## config.mk

```make
export PLATFORM = sky130hd
export DESIGN_NAME = line_follower_drive_controller_core
export DESIGN_NICKNAME = d
export VERILOG_FILES = /design/src/rtl/lfdc_pkg.sv /design/src/rtl/lfdc_duty.sv /design/src/rtl/line_follower_drive_controller_core.sv
export SDC_FILE = /design/constraint.sdc
export NUM_CORES = 1
export LEC_CHECK = 0
export ABC_CLOCK_PERIOD_IN_PS = 19350
export BUFFER_PORTS_ARGS = -buffer_cell sky130_fd_sc_hd__buf_4
export CELL_PAD_IN_SITES_DETAIL_PLACEMENT = 1
export CELL_PAD_IN_SITES_GLOBAL_PLACEMENT = 1
export CORE_AREA = 3 3 162 164
export CTS_CLUSTER_DIAMETER = 80
export DETAILED_ROUTE_END_ITERATION = 10
export DIE_AREA = 0 0 165 167
export GPL_TIMING_DRIVEN = 0
export PLACE_DENSITY = 0.87
export RECOVER_POWER = 50
export SYNTH_ARGS = -nofsm -noshare
export SYNTH_HDL_FRONTEND = slang
export SYNTH_SLANG_ARGS = --single-unit
```

## constraint.sdc

```tcl
create_clock -name clk -period 19.35 [get_ports clk]
set_input_delay 0.9675 -clock clk [delete_from_list [all_inputs] [get_ports clk]]
set_output_delay 0.9675 -clock clk [all_outputs]
set_load 0.01 [all_outputs]
```

## src/rtl/lfdc_pkg.sv

```systemverilog
package lfdc_pkg;

	typedef logic [2:0]  level_t;
	typedef logic [6:0]  ratio_t;
	typedef logic [13:0] duty_t;

	typedef enum logic [1:0] {
		RegLineThreshold = 2'd0,
		RegStopEchoTicks = 2'd1,
		RegAutoSpeed     = 2'd2,
		RegBlinkPeriodMs = 2'd3
	} reg_index_t;

	localparam int unsigned CfgDataWidth = 16;

	localparam level_t LevelMin = 3'd0;
	localparam level_t LevelMid = 3'd3;
	localparam level_t LevelMax = 3'd6;

	localparam duty_t  FullDuty   = 14'd10000;
	localparam ratio_t RatioFull  = 7'd100;
	localparam ratio_t RatioZero  = 7'd0;

	localparam logic [7:0] KeyMode   = 8'h37;
	localparam logic [7:0] KeyFaster = 8'h38;
	localparam logic [7:0] KeySlower = 8'h32;
	localparam logic [7:0] KeyRight  = 8'h36;
	localparam logic [7:0] KeyLeft   = 8'h34;
	localparam logic [7:0] KeyCenter = 8'h35;

	function automatic ratio_t speed_mag_of(input level_t level);
		ratio_t mag;
		unique case (level)
			3'd0:    mag = 7'd90;
			3'd1:    mag = 7'd65;
			3'd2:    mag = 7'd40;
			3'd3:    mag = 7'd0;
			3'd4:    mag = 7'd40;
			3'd5:    mag = 7'd65;
			default: mag = 7'd90;
		endcase
		return mag;
	endfunction

	function automatic ratio_t left_ratio_of(input level_t level);
		ratio_t r;
		unique case (level)
			3'd0:    r = 7'd50;
			3'd1:    r = 7'd65;
			3'd2:    r = 7'd80;
			default: r = 7'd100;
		endcase
		return r;
	endfunction

	function automatic ratio_t right_ratio_of(input level_t level);
		ratio_t r;
		unique case (level)
			3'd4:    r = 7'd80;
			3'd5:    r = 7'd65;
			3'd6:    r = 7'd50;
			default: r = 7'd100;
		endcase
		return r;
	endfunction

endpackage

```

## src/rtl/lfdc_duty.sv

```systemverilog
module lfdc_duty (
	input  logic            forward,
	input  lfdc_pkg::ratio_t speed_mag,
	input  lfdc_pkg::ratio_t ratio,
	output lfdc_pkg::duty_t  duty
);
	import lfdc_pkg::*;

	duty_t mag;

	assign mag = {7'b0, speed_mag} * {7'b0, ratio};

	always_comb begin
		if (forward) begin
			duty = (mag >= FullDuty) ? '0 : duty_t'(FullDuty - mag);
		end else begin
			duty = (mag > FullDuty) ? FullDuty : mag;
		end
	end

endmodule

```

## src/rtl/line_follower_drive_controller_core.sv

```systemverilog
// Drive controller for a line following car, one control tick per input beat.
// The input channel (in_valid/in_ready) carries the received key, both line
// sensor samples, the echo width and the millisecond flag of one tick. The
// output channel (out_valid/out_ready) returns one beat per input beat with
// the motor direction, both inverted PWM duties, the LED level and the mode.
// An input beat is held in an input register, the mode, levels, ratios and
// LED are updated from it combinationally, and the result lands in an output
// register. One beat per cycle is sustained while out_ready stays high; the
// only loop is the state update between the input and output registers.
// When the receiver stalls, the output register holds its beat and the input
// register still takes one more beat; after that in_ready drops until the
// output drains. The configuration port writes a register on any cycle with
// cfg_we high and is meant to be used only while the block is idle.
// Reset sets manual mode, both levels to the middle, ratios to zero, the LED
// off, the blink counter to zero, and the registers to their defaults.
module line_follower_drive_controller_core (
	input  logic                              clk,
	input  logic                              arst_n,
	input  logic                              cfg_we,
	input  lfdc_pkg::reg_index_t              cfg_index,
	input  logic [lfdc_pkg::CfgDataWidth-1:0] cfg_data,
	input  logic                              in_valid,
	output logic                              in_ready,
	input  logic [7:0]                        command,
	input  logic [11:0]                       right_sensor,
	input  logic [11:0]                       left_sensor,
	input  logic [15:0]                       echo_ticks,
	input  logic                              ms_elapsed,
	output logic                              out_valid,
	input  logic                              out_ready,
	output logic                              forward,
	output lfdc_pkg::duty_t                   left_duty,
	output lfdc_pkg::duty_t                   right_duty,
	output logic                              led_on,
	output logic                              auto_active
);
	import lfdc_pkg::*;

	logic [11:0] line_threshold_q;
	logic [15:0] stop_echo_ticks_q;
	ratio_t      auto_speed_q;
	logic [15:0] blink_period_ms_q;

	logic        auto_mode_q;
	level_t      speed_level_q;
	level_t      steer_level_q;
	ratio_t      left_ratio_q;
	ratio_t      right_ratio_q;
	logic [15:0] blink_count_q;
	logic        led_level_q;

	logic        valid_s1;
	logic [7:0]  command_s1;
	logic [11:0] right_sensor_s1;
	logic [11:0] left_sensor_s1;
	logic [15:0] echo_ticks_s1;
	logic        ms_elapsed_s1;

	logic        out_valid_q;
	logic        forward_q;
	duty_t       left_duty_q;
	duty_t       right_duty_q;
	logic        led_on_q;
	logic        auto_active_q;

	logic        adv;
	logic        auto_n;
	level_t      speed_n;
	level_t      steer_n;
	ratio_t      left_ratio_n;
	ratio_t      right_ratio_n;
	logic [15:0] blink_inc;
	logic [15:0] blink_n;
	logic        led_n;
	logic        fwd_n;
	ratio_t      mag_n;
	logic        stop;
	logic        r_on;
	logic        l_on;
	duty_t       left_duty_n;
	duty_t       right_duty_n;

	assign adv      = valid_s1 && (!out_valid_q || out_ready);
	assign in_ready = !valid_s1 || adv;

	assign stop = echo_ticks_s1 < stop_echo_ticks_q;
	assign r_on = right_sensor_s1 > line_threshold_q;
	assign l_on = left_sensor_s1 > line_threshold_q;

	always_comb begin
		auto_n        = auto_mode_q;
		speed_n       = speed_level_q;
		steer_n       = steer_level_q;
		left_ratio_n  = left_ratio_q;
		right_ratio_n = right_ratio_q;
		fwd_n         = 1'b1;
		mag_n         = '0;

		if (command_s1 == KeyMode) begin
			auto_n = !auto_mode_q;
			if (!auto_mode_q) begin
				speed_n = LevelMid;
				steer_n = LevelMid;
			end
		end

		if (!auto_n) begin
			unique case (command_s1)
				KeyFaster: if (speed_level_q < LevelMax) speed_n = speed_level_q + 3'd1;
				KeySlower: if (speed_level_q > LevelMin) speed_n = speed_level_q - 3'd1;
				KeyRight:  if (steer_level_q < LevelMax) steer_n = steer_level_q + 3'd1;
				KeyLeft:   if (steer_level_q > LevelMin) steer_n = steer_level_q - 3'd1;
				KeyCenter: begin
					speed_n = LevelMid;
					steer_n = LevelMid;
				end
				default: ;
			endcase
			mag_n         = speed_mag_of(speed_n);
			fwd_n         = speed_n >= LevelMid;
			left_ratio_n  = left_ratio_of(steer_n);
			right_ratio_n = right_ratio_of(steer_n);
		end else if (stop) begin
			mag_n = '0;
		end else begin
			mag_n = auto_speed_q;
			if (r_on == l_on) begin
				left_ratio_n  = RatioFull;
				right_ratio_n = RatioFull;
			end else if (r_on) begin
				left_ratio_n  = RatioZero;
				right_ratio_n = RatioFull;
			end else begin
				left_ratio_n  = RatioFull;
				right_ratio_n = RatioZero;
			end
		end
	end

	always_comb begin
		blink_inc = (ms_elapsed_s1 && blink_count_q != 16'hFFFF) ?
			blink_count_q + 16'd1 : blink_count_q;
		blink_n = blink_inc;
		led_n   = led_level_q;
		if (!auto_n) begin
			led_n = 1'b1;
		end else if (blink_inc >= blink_period_ms_q) begin
			blink_n = '0;
			led_n   = !led_level_q;
		end
	end

	lfdc_duty u_left_duty (
		.forward   (fwd_n),
		.speed_mag (mag_n),
		.ratio     (left_ratio_n),
		.duty      (left_duty_n)
	);

	lfdc_duty u_right_duty (
		.forward   (fwd_n),
		.speed_mag (mag_n),
		.ratio     (right_ratio_n),
		.duty      (right_duty_n)
	);

	always_ff @(posedge clk or negedge arst_n) begin
		if (!arst_n) begin
			line_threshold_q  <= 12'd2000;
			stop_echo_ticks_q <= 16'd30;
			auto_speed_q      <= 7'd90;
			blink_period_ms_q <= 16'd1000;
		end else if (cfg_we) begin
			unique case (cfg_index)
				RegLineThreshold: line_threshold_q  <= cfg_data[11:0];
				RegStopEchoTicks: stop_echo_ticks_q <= cfg_data;
				RegAutoSpeed:     auto_speed_q      <= cfg_data[6:0];
				RegBlinkPeriodMs: blink_period_ms_q <= cfg_data;
				default: ;
			endcase
		end
	end

	always_ff @(posedge clk) begin
		if (in_valid && in_ready) begin
			command_s1      <= command;
			right_sensor_s1 <= right_sensor;
			left_sensor_s1  <= left_sensor;
			echo_ticks_s1   <= echo_ticks;
			ms_elapsed_s1   <= ms_elapsed;
		end
		if (adv) begin
			forward_q     <= fwd_n;
			left_duty_q   <= left_duty_n;
			right_duty_q  <= right_duty_n;
			led_on_q      <= led_n;
			auto_active_q <= auto_n;
		end
	end

	always_ff @(posedge clk or negedge arst_n) begin
		if (!arst_n) begin
			valid_s1      <= 1'b0;
			out_valid_q   <= 1'b0;
			auto_mode_q   <= 1'b0;
			speed_level_q <= LevelMid;
			steer_level_q <= LevelMid;
			left_ratio_q  <= '0;
			right_ratio_q <= '0;
			blink_count_q <= '0;
			led_level_q   <= 1'b0;
		end else begin
			if (in_ready) begin
				valid_s1 <= in_valid;
			end
			if (adv) begin
				out_valid_q <= 1'b1;
			end else if (out_ready) begin
				out_valid_q <= 1'b0;
			end
			if (adv) begin
				auto_mode_q   <= auto_n;
				speed_level_q <= speed_n;
				steer_level_q <= steer_n;
				left_ratio_q  <= left_ratio_n;
				right_ratio_q <= right_ratio_n;
				blink_count_q <= blink_n;
				led_level_q   <= led_n;
			end
		end
	end

	assign out_valid   = out_valid_q;
	assign forward     = forward_q;
	assign left_duty   = left_duty_q;
	assign right_duty  = right_duty_q;
	assign led_on      = led_on_q;
	assign auto_active = auto_active_q;

`ifndef SYNTH
	a_levels_in_range: assert property (@(posedge clk) disable iff (!arst_n)
		speed_level_q <= LevelMax && steer_level_q <= LevelMax)
		else $error("drive level out of range");

	a_manual_led_solid: assert property (@(posedge clk) disable iff (!arst_n)
		out_valid_q && !auto_active_q |-> led_on_q)
		else $error("LED not solid in manual mode");

	a_auto_drives_forward: assert property (@(posedge clk) disable iff (!arst_n)
		out_valid_q && auto_active_q |-> forward_q)
		else $error("reverse drive in auto mode");

	a_duty_bounded: assert property (@(posedge clk) disable iff (!arst_n)
		out_valid_q |-> left_duty_q <= FullDuty && right_duty_q <= FullDuty)
		else $error("duty above full scale");

	a_stall_blocks_input: assert property (@(posedge clk) disable iff (!arst_n)
		valid_s1 && out_valid_q && !out_ready |-> !in_ready)
		else $error("input taken while both stages are full");
`endif

endmodule
```

==> metrics.cfg, run 1 <==
[run]
cap_violations = 2

[cts]
cts_inserted_buffers = 17
h-tree-depth = 4
cts_setup_buffers = 0
cts_resized = 0
holdBufCountCts = 0
cts.sinks = 169
root_buffer = clkbuf_16
clockBufferDepth = 2
clkTransAtPathRegs_ns = 0.08
clock_latency_ns = 0.46
cts_tree = yes

[synthesis]
synth-edff-count = 80
synth_cell_types = 96
synthAdderAreaFrac = 0.1981
synth_xor_area_frac = 0.02564
yosysWarnings = 0
ys_ff_latch = 169
synth_compound_area_frac = 0.1653
synth.mux.area_fraction = 0.04179
postSynthCellCount = 1305
ys.flop_type = edfxtp_1
synth_top_family_by_area = adder cells
seq_area_frac_synth = 0.3603
syn_area_um2 = 12930
synth-simple-area-share = 0.1537
synth_area_per_cell_um2 = 9.911
async_reset_ff_frac = 0.5266

[layout]
drive_above_1_share = 0.1704
area_delta_synth_final_pct = 14.84
final_cell_mix = 132 x inv_1, 128 x ha_1, 109 x nor2_1
final_common_cell = inv_1
diodes = 0
num-nets-final = 1696
nFillCells = 2821

[timing]
min_period_ns = 8.651
slew_viol_final = 132
rsz0062_at_grt = false
clock_skew_ns = 0.01802
finalSetupTns_ns = 0
fmax_mhz = 115.6
final-setup-viol-count = 0
hold_viol_final = 0
setup_slack_ns = 10.70
tightest_slew_ns = 5.015
relSlewSlack = -2.344
finalCritPeriodShare = 0.4471

[drt]
postRouteAntennaNets = 0
wire_per_inst_um = 21.24
vias = 10833
routed_wl_mm = 38.04
drtIter0Drc = 647
drcViolationCount = 0
vias_per_cell = 6.049
drt-pass1-iter-count = 5

[grt]
grtUsageTotal = 0.2854
antenna_found_initial = 0
grt_pass1_vias = 12027
grt_overflow = 0
grt_pass1_wl_mm = 62.34
grt_max_degree = 90

[worst_setup_path]
slowest_stage = fa_1
reg2reg_depth = 26
worstSetupEndpointType = flop
crit_cells = 26
critPathBufInv = 4
cp-start-kind = flop
cp_max_fo = 10
cp_top_family = compound AO/OA/AOI/OAI gates
crit_start = stop_echo_ticks_q[7]
worstPathArrival_ns = 8.94
cpPeakStageDelay_ns = 0.54
cp.required_ns = 19.64
worstSetupPathType = reg2reg
r2r-start = stop_echo_ticks_q[7]

[floorplan]
die_w_um = 165
row_count = 58
start_util = 0.5166
core_area_um2 = 25040
die_h_um = 167
die_area_um2 = 27560
io_pins = 105

[min_path]
min_path_cells = 2
hp-start = left_ratio_q[5]
hold_class = reg2reg

[run_status]
status = finished with violations
violations = max-capacitance violations, max-slew violations

[placed_design]
placement.setup.worst_slack_ns = 10.93
io_buffers = 104
dp_hpwl_mm = 27.69
globalplace.congestion = 0.8798

==> sequential cells by signal, indices dropped and copies added, names as in the netlist, 3 cells and up <==
signal / count
speed_level_q: 3
line_threshold_q: 12
right_ratio_q: 6
left_duty: 14
stop_echo_ticks_q: 16
right_sensor_s1: 12
steer_level_q: 3
echo_ticks_s1: 16
blink_period_ms_q: 16
left_ratio_q: 6
command_s1: 8
auto_speed_q: 7
blink_count_q: 16
right_duty: 14
left_sensor_s1: 12
==> layout make-up <==
class	instances	area, µm²	share of cell area
Clock buffer	19	475.5	0.03201
Multi-Input combinational cell	981	7636	0.5141
Inverter	135	514.2	0.03462
Sequential cell	169	4659	0.3137
Timing Repair Buffer	106	797.0	0.05366
Clock inverter	13	165.2	0.01112
Buffer	38	192.7	0.01297
Tap cell	330	412.9	0.02780
==> worst reg2reg max path: cells and delay by family, from the launching register on <==
family	cells	cell delay, ns
buf+inv	4	1.14
flops	1	0.39
compound gates	12	3.64
simple gates	4	0.84
fa+ha+maj	6	2.46
==> kinds of logic after synthesis <==
logic type | after synthesis
AO/OA/AOI/OAI | 311
flip-flops | 169
multiplexers | 47
XOR/XNOR | 37
adder cells (fa/ha/maj) | 176
buffers and inverters | 173
AND/OR/NAND/NOR | 390
other | 2
==> through the flow <==
stage                     instances  area [µm²]  hold slack [ns]    util
after CTS                      1791       14880           0.4899  0.5943
after global placement         1757       14190           0.4637  0.5670
after floorplan                1323       13000           0.4447       -
after global routing           1791       14850           0.5250  0.5933
after detailed placement       1759       14240           0.4716  0.5687
final                          1791       14850           0.4867  0.5933
==> metal layers <==
layer | share of wire | wire length (µm) | track usage | vias up
met4 | 0.038 | 1435 | 0.1189 | 0
met5 | 0 | 0 | 0 | -
met3 | 0.043 | 1620 | 0.04751 | 111
met2 | 0.52 | 19890 | 0.5074 | 348
li1 | - | - | - | 4941
met1 | 0.40 | 15100 | 0.3376 | 5433
==> path summary, 6_finish.rpt <==
kind	to	slack (ns)
setup / recovery	left_duty[4]	10.70
hold / removal	left_ratio_q[5]	0.49
setup reg to reg	left_duty[4]	10.70
hold reg to reg	left_ratio_q[5]	0.49
max in group asynchronous	auto_speed_q[2]	14.21
min in group asynchronous	stop_echo_ticks_q[13]	2.31
==> cells in the mapped netlist (4+ instances only) <==
cell type | count | area share
clkbuf_1 | 22 | 0.0064
nand2b_1 | 28 | 0.014
o31ai_1 | 7 | 0.0041
inv_1 | 132 | 0.038
a211oi_1 | 8 | 0.0046
ha_1 | 128 | 0.12
a22o_1 | 16 | 0.011
nand2_1 | 101 | 0.029
nand4_1 | 10 | 0.0048
a21o_1 | 29 | 0.017
or2_2 | 9 | 0.0044
and3_1 | 18 | 0.0087
xnor2_1 | 24 | 0.016
o21ai_0 | 63 | 0.024
nor4_1 | 4 | 0.0019
a32oi_1 | 4 | 0.0027
a211o_1 | 4 | 0.0027
buf_2 | 9 | 0.0035
a21oi_1 | 69 | 0.027
fa_1 | 48 | 0.074
or3_1 | 7 | 0.0034
o21a_1 | 11 | 0.0064
xor2_1 | 12 | 0.0081
and4_1 | 5 | 0.0034
o22ai_1 | 12 | 0.0058
nor2b_1 | 13 | 0.0063
edfxtp_1 | 80 | 0.19
nor3_1 | 21 | 0.0081
a31oi_1 | 13 | 0.0063
a32o_1 | 8 | 0.0062
mux2_2 | 42 | 0.037
o21ai_1 | 5 | 0.0019
a22oi_1 | 5 | 0.0029
nor2_1 | 109 | 0.032
dfrtp_1 | 65 | 0.13
o211ai_1 | 10 | 0.0058
buf_4 | 4 | 0.0023
nand3_1 | 26 | 0.010
nor3b_1 | 5 | 0.0029
dfstp_2 | 24 | 0.049
and2_1 | 8 | 0.0039
nand3b_1 | 5 | 0.0029
Power of run 1 is not shown: default switching activity piles up to over one toggle a cycle in this logic, so the estimate is an artifact.
==> run 2: changes to the inputs <==
--- a/config.mk
+++ b/config.mk
@@ -5,16 +5,16 @@
 export SDC_FILE = /design/constraint.sdc
 export NUM_CORES = 1
 export LEC_CHECK = 0
-export ABC_CLOCK_PERIOD_IN_PS = 19350
+export ABC_CLOCK_PERIOD_IN_PS = 8400
 export BUFFER_PORTS_ARGS = -buffer_cell sky130_fd_sc_hd__buf_4
 export CELL_PAD_IN_SITES_DETAIL_PLACEMENT = 1
 export CELL_PAD_IN_SITES_GLOBAL_PLACEMENT = 1
-export CORE_AREA = 3 3 162 164
+export CORE_AREA = 3 3 169 171
 export CTS_CLUSTER_DIAMETER = 80
 export DETAILED_ROUTE_END_ITERATION = 10
-export DIE_AREA = 0 0 165 167
+export DIE_AREA = 0 0 172 174
 export GPL_TIMING_DRIVEN = 0
-export PLACE_DENSITY = 0.87
+export PLACE_DENSITY = 0.81
 export RECOVER_POWER = 50
 export SYNTH_ARGS = -nofsm -noshare
 export SYNTH_HDL_FRONTEND = slang
==> constraint.sdc (replaced) <==
create_clock -name clk -period 8.4 [get_ports clk]
set_input_delay 0.42 -clock clk [delete_from_list [all_inputs] [get_ports clk]]
set_output_delay 0.42 -clock clk [all_outputs]
set_load 0.01 [all_outputs]
==> run 2 against run 1 <==
Net effect: the flow still finishes with violations (max-capacitance violations, max-slew violations); first-iteration DRC count decreased by 14%; maximum frequency increased by 7.8%; die area increased by 8.6%; cell count increased by 0.67%; worst setup slack got worse by 10 ns; wire length decreased by 6.8%; critical path depth increased by 3; non-clock buffer count increased by 1; register-to-register slack got worse by 10 ns; critical endpoint is now right_duty[7]; largest cell class unchanged.
==> metrics.cfg, run 2 (synthesized netlist as in run 1, its figures left out) <==
[cts]
clkTransAtPathRegs_ns = 0.09
cts.sinks = 169
root_buffer = clkbuf_16
clockBufferDepth = 2
cts_inserted_buffers = 17
h-tree-depth = 4
clock_latency_ns = 0.45
cts_tree = yes

[run_status]
violations = max-capacitance violations, max-slew violations
status = finished with violations

[drt]
drtIter0Drc = 554
postRouteAntennaNets = 0
routed_wl_mm = 35.44
drt-pass1-iter-count = 5
vias = 10494
wire_per_inst_um = 19.66
drcViolationCount = 0
vias_per_cell = 5.820

[timing]
clock_skew_ns = 0.02187
hold_viol_final = 0
setup_slack_ns = 0.3721
fmax_mhz = 124.6
relSlewSlack = -2.323
min_period_ns = 8.028
rsz0062_at_grt = true
slew_viol_final = 90
finalCritPeriodShare = 0.9557
fin_hold_ws_ns = 0.1579
tightest_slew_ns = 4.985
final-setup-viol-count = 0

[layout]
final_cell_mix = 132 x inv_1, 128 x ha_1, 107 x nor2_1
area_delta_synth_final_pct = 15.74
num-nets-final = 1697
diodes = 0
final_common_cell = inv_1
nFillCells = 3023
drive_above_1_share = 0.1813
final_util = 0.5539
finish.instance_area_um2 = 14970

[floorplan]
die_area_um2 = 29930
start_util = 0.4786
die_h_um = 174
die_w_um = 172
row_count = 60
io_pins = 105
core_area_um2 = 27030

[grt]
grtUsageMet2 = 0.4279
grt_pass1_vias = 11553
grt_max_degree = 90
grt.busiest_layer = met2
grt_overflow = 0
grt_util_met3 = 0.02524
grtUsageTotal = 0.2431
grt_pass1_wl_mm = 58.91
antenna_found_initial = 0
use_met1 = 0.3130

[worst_setup_path]
crit_top_cell = inv_1
worstSetupPathType = reg2reg
worstSetupEndpointType = flop
reg2reg_slack_ns = 0.37
slowest_stage = fa_1
cp_max_fo = 10
worstPathArrival_ns = 8.21
cp-start-kind = flop
cp.required_ns = 8.58
cpPeakStageDelay_ns = 0.54

[placed_design]
io_buffers = 104
postPlaceCellArea_um2 = 14250
globalplace.congestion = 0.8500
placement.setup.worst_slack_ns = -0.006333
dp_hpwl_mm = 26.60

[run]
cap_violations = 1

[min_path]
hold_class = in2reg

run 2: changes by cell type in the layout (fill, tap and decap cells not counted), moves of 2 or more:
| cell | before | now |
|---|---|---|
| buf_4 | 56 | 50 |
| mux2_1 | 4 | 0 |
| inv_8 | 4 | 2 |
| mux2_2 | 38 | 42 |
| clkbuf_16 | 19 | 17 |
| clkbuf_1 | 24 | 30 |
| inv_6 | 1 | 3 |
| xnor2_2 | 1 | 4 |
| inv_12 | 1 | 4 |
| xnor2_1 | 24 | 21 |
| nor2_1 | 109 | 107 |
| nor2_2 | 1 | 3 |
run 2: cell type report:
cell class / instances / area [µm²] / share of cell area
buffer: 36 / 186.4 / 0.01245
clock buffer: 17 / 425.4 / 0.02842
clock inverter: 15 / 203.9 / 0.01362
inverter: 135 / 514.2 / 0.03435
multi-input combinational: 981 / 7755 / 0.5181
sequential: 169 / 4659 / 0.3113
tap: 341 / 426.7 / 0.02850
timing repair buffer: 109 / 798.3 / 0.05333
run 2: layer usage:
| metal | up-vias | wire length, µm |
|---|---|---|
| met5 | - | 0 |
| met3 | 56 | 1186 |
| met2 | 223 | 18080 |
| li1 | 4942 | - |
| met4 | 0 | 851 |
| met1 | 5273 | 15320 |
run 2: worst max-delay path: cells and delay by family (launching register included):
kind                     cells  cell delay [ns]
AO/OA/AOI/OAI                8             2.45
adder cells (fa/ha/maj)      5             2.16
multiplexers                 1             0.11
XOR/XNOR                     1             0.24
AND/OR/NAND/NOR              6             1.33
buffers and inverters        8             1.06
flip-flops                   1             0.39
run 2: worst paths after layout:
check / from / endpoint / cells after the start
max: command_s1[6] / right_duty[7] / 29
min: echo_ticks[11] / echo_ticks_s1[11] / 1
max reg2reg: command_s1[6] / right_duty[7] / 29
min reg2reg: left_ratio_q[5] / left_ratio_q[5] / 2
max in group asynchronous: arst_n / right_ratio_q[4] / 1
min in group asynchronous: arst_n / stop_echo_ticks_q[13] / 1
run 2: timing repair:
item / 4_1_cts / 5_1_grt
resized for setup: 1 / 23
buffers inserted: 0 / 3
endpoints found under the hold margin: 0 / 0
endpoints found under the setup margin: 4 / 27
pin swaps: 0 / 2
hold buffers: 0 / 0
run 2: per-stage QoR:
step	TNS, ns	instances
after floorplan	0	1323
after global placement	0	1768
after detailed placement	-0.006333	1770
after CTS	0	1802
after global routing	-0.02782	1803
final	0	1803
Power of run 2 is left out for the same reason.
==> run 3: changes to the inputs <==
--- a/config.mk
+++ b/config.mk
@@ -19,3 +19,4 @@
 export SYNTH_ARGS = -nofsm -noshare
 export SYNTH_HDL_FRONTEND = slang
 export SYNTH_SLANG_ARGS = --single-unit
+export TNS_END_PERCENT = 50
==> constraint.sdc (replaced) <==
create_clock -name clk -period 8.4 [get_ports clk]
set_input_delay 1.68 -clock clk [delete_from_list [all_inputs] [get_ports clk]]
set_output_delay 1.68 -clock clk [all_outputs]
set_load 0.01 [all_outputs]
==> run 3 against run 2 <==
Net effect: the flow still finishes with violations (max-capacitance violations, max-slew violations); cell count unchanged; critical path depth unchanged; register-to-register slack about the same; worst setup slack improved by 0.0054 ns; utilization increased by 0.065 points; global-route usage unchanged; non-clock buffer count unchanged; clock skew about the same; sequential share of layout area about the same; wire length about the same.
==> metrics.cfg, run 3 (synthesized netlist as in run 1, its figures left out) <==
[run_status]
status = finished with violations
violations = max-capacitance violations, max-slew violations

[cts]
root_buffer = clkbuf_16
cts_inserted_buffers = 17
clockBufferDepth = 2
cts.sinks = 169
h-tree-depth = 4
clkTransAtPathRegs_ns = 0.08
clock_latency_ns = 0.45
cts_tree = yes

[grt]
grt_pass1_wl_mm = 58.91
grtUsageTotal = 0.2431
grt_max_degree = 90
grt_overflow = 0
antenna_found_initial = 0
grt_pass1_vias = 11553

[placed_design]
io_buffers = 104
placement.setup.worst_slack_ns = -0.006333
postPlaceCellArea_um2 = 14250
globalplace.congestion = 0.8500
dp_hpwl_mm = 26.60

[drt]
vias_per_cell = 5.815
vias = 10485
wire_per_inst_um = 19.66
drt-pass1-iter-count = 5
postRouteAntennaNets = 0
drcViolationCount = 0
drtIter0Drc = 521
routed_wl_mm = 35.44

[layout]
final_cell_mix = 132 x inv_1, 128 x ha_1, 107 x nor2_1
nFillCells = 3014
num-nets-final = 1697
diodes = 0
final_common_cell = inv_1
final_util = 0.5545
multiInputGateArea_um2 = 7755
drive_above_1_share = 0.1867
seqCellArea_um2 = 4659
finish.instance_area_um2 = 14990
area_delta_synth_final_pct = 15.88

[floorplan]
io_pins = 105
die_h_um = 174
die_w_um = 172
start_util = 0.4786
core_area_um2 = 27030
row_count = 60
die_area_um2 = 29930

[worst_setup_path]
worstPathArrival_ns = 8.21
worstSetupPathType = reg2reg
cp_max_fo = 10
cpPeakStageDelay_ns = 0.54
crit_top_cell = inv_1
cp-start-kind = flop
slowest_stage = fa_1
worstSetupEndpointType = flop
cp.required_ns = 8.59

[timing]
tightest_slew_ns = 4.949
slew_viol_final = 132
relSlewSlack = -2.300
setup_slack_ns = 0.3775
clock_skew_ns = 0.02150
hold_viol_final = 0
fmax_mhz = 124.7
finalCritPeriodShare = 0.9551
final-setup-viol-count = 0
rsz0062_at_grt = true
min_period_ns = 8.022

[min_path]
hold_class = reg2reg

[run]
cap_violations = 2

==> run 3: cell count changes in the layout (fill, tap and decap cells not counted), sizes merged <==
cell / change
buf: +7
clkbuf: -7
==> run 3: layout make-up <==
| cell class | count | area share |
|---|---|---|
| sequential | 169 | 0.3109 |
| clock buffer | 17 | 0.02839 |
| clock inverter | 15 | 0.01361 |
| multi-input combinational | 981 | 0.5174 |
| inverter | 135 | 0.03431 |
| tap | 341 | 0.02847 |
| timing repair buffer | 109 | 0.05443 |
| buffer | 36 | 0.01244 |
==> run 3: repair_timing <==
action | in CTS | in global routing
buffers inserted | 0 | 3
endpoints found under the setup margin | 4 | 27
hold endpoints to repair | 0 | 0
hold buffers | 0 | 0
pin swaps | 0 | 2
gates resized for setup | 1 | 23
==> run 3: worst paths after layout <==
check,from,endpoint,slack (ns),depth (start not counted)
max,command_s1[6],right_duty[7],0.38,29
min,left_ratio_q[5],left_ratio_q[5],0.49,2
max reg2reg,command_s1[6],right_duty[7],0.38,29
min reg2reg,left_ratio_q[5],left_ratio_q[5],0.49,2
max in group asynchronous,arst_n,right_ratio_q[4],2.60,1
min in group asynchronous,arst_n,stop_echo_ticks_q[13],3.00,1
==> run 3: through the flow <==
| step | instances | hold WS (ns) | TNS [ns] |
|---|---|---|---|
| after global placement | 1768 | 0.4622 | 0 |
| final | 1803 | 0.4878 | 0 |
| after global routing | 1803 | 0.5119 | -0.02782 |
| after floorplan | 1323 | 0.4447 | 0 |
| after CTS | 1802 | 0.4877 | 0 |
| after detailed placement | 1770 | 0.4697 | -0.006333 |
==> run 3: critical path: cells and delay by family, from the launching register on <==
family                     cells  cell delay [ns]
AOI/OAI and AO/OA              8             2.46
adders and majority gates      5             2.16
and+or+nand+nor                6             1.33
buffers and inverters          8             1.06
DFF                            1             0.39
xor gates and xnor gates       1             0.24
muxes                          1             0.11
==> run 3: per-layer routing <==
layer / global-route usage / share of wire
met1: 0.3130 / 0.43
met3: 0.02524 / 0.034
met2: 0.4279 / 0.51
met4: 0.07685 / 0.025
met5: 0 / 0
Power of run 3 is left out for the same reason.
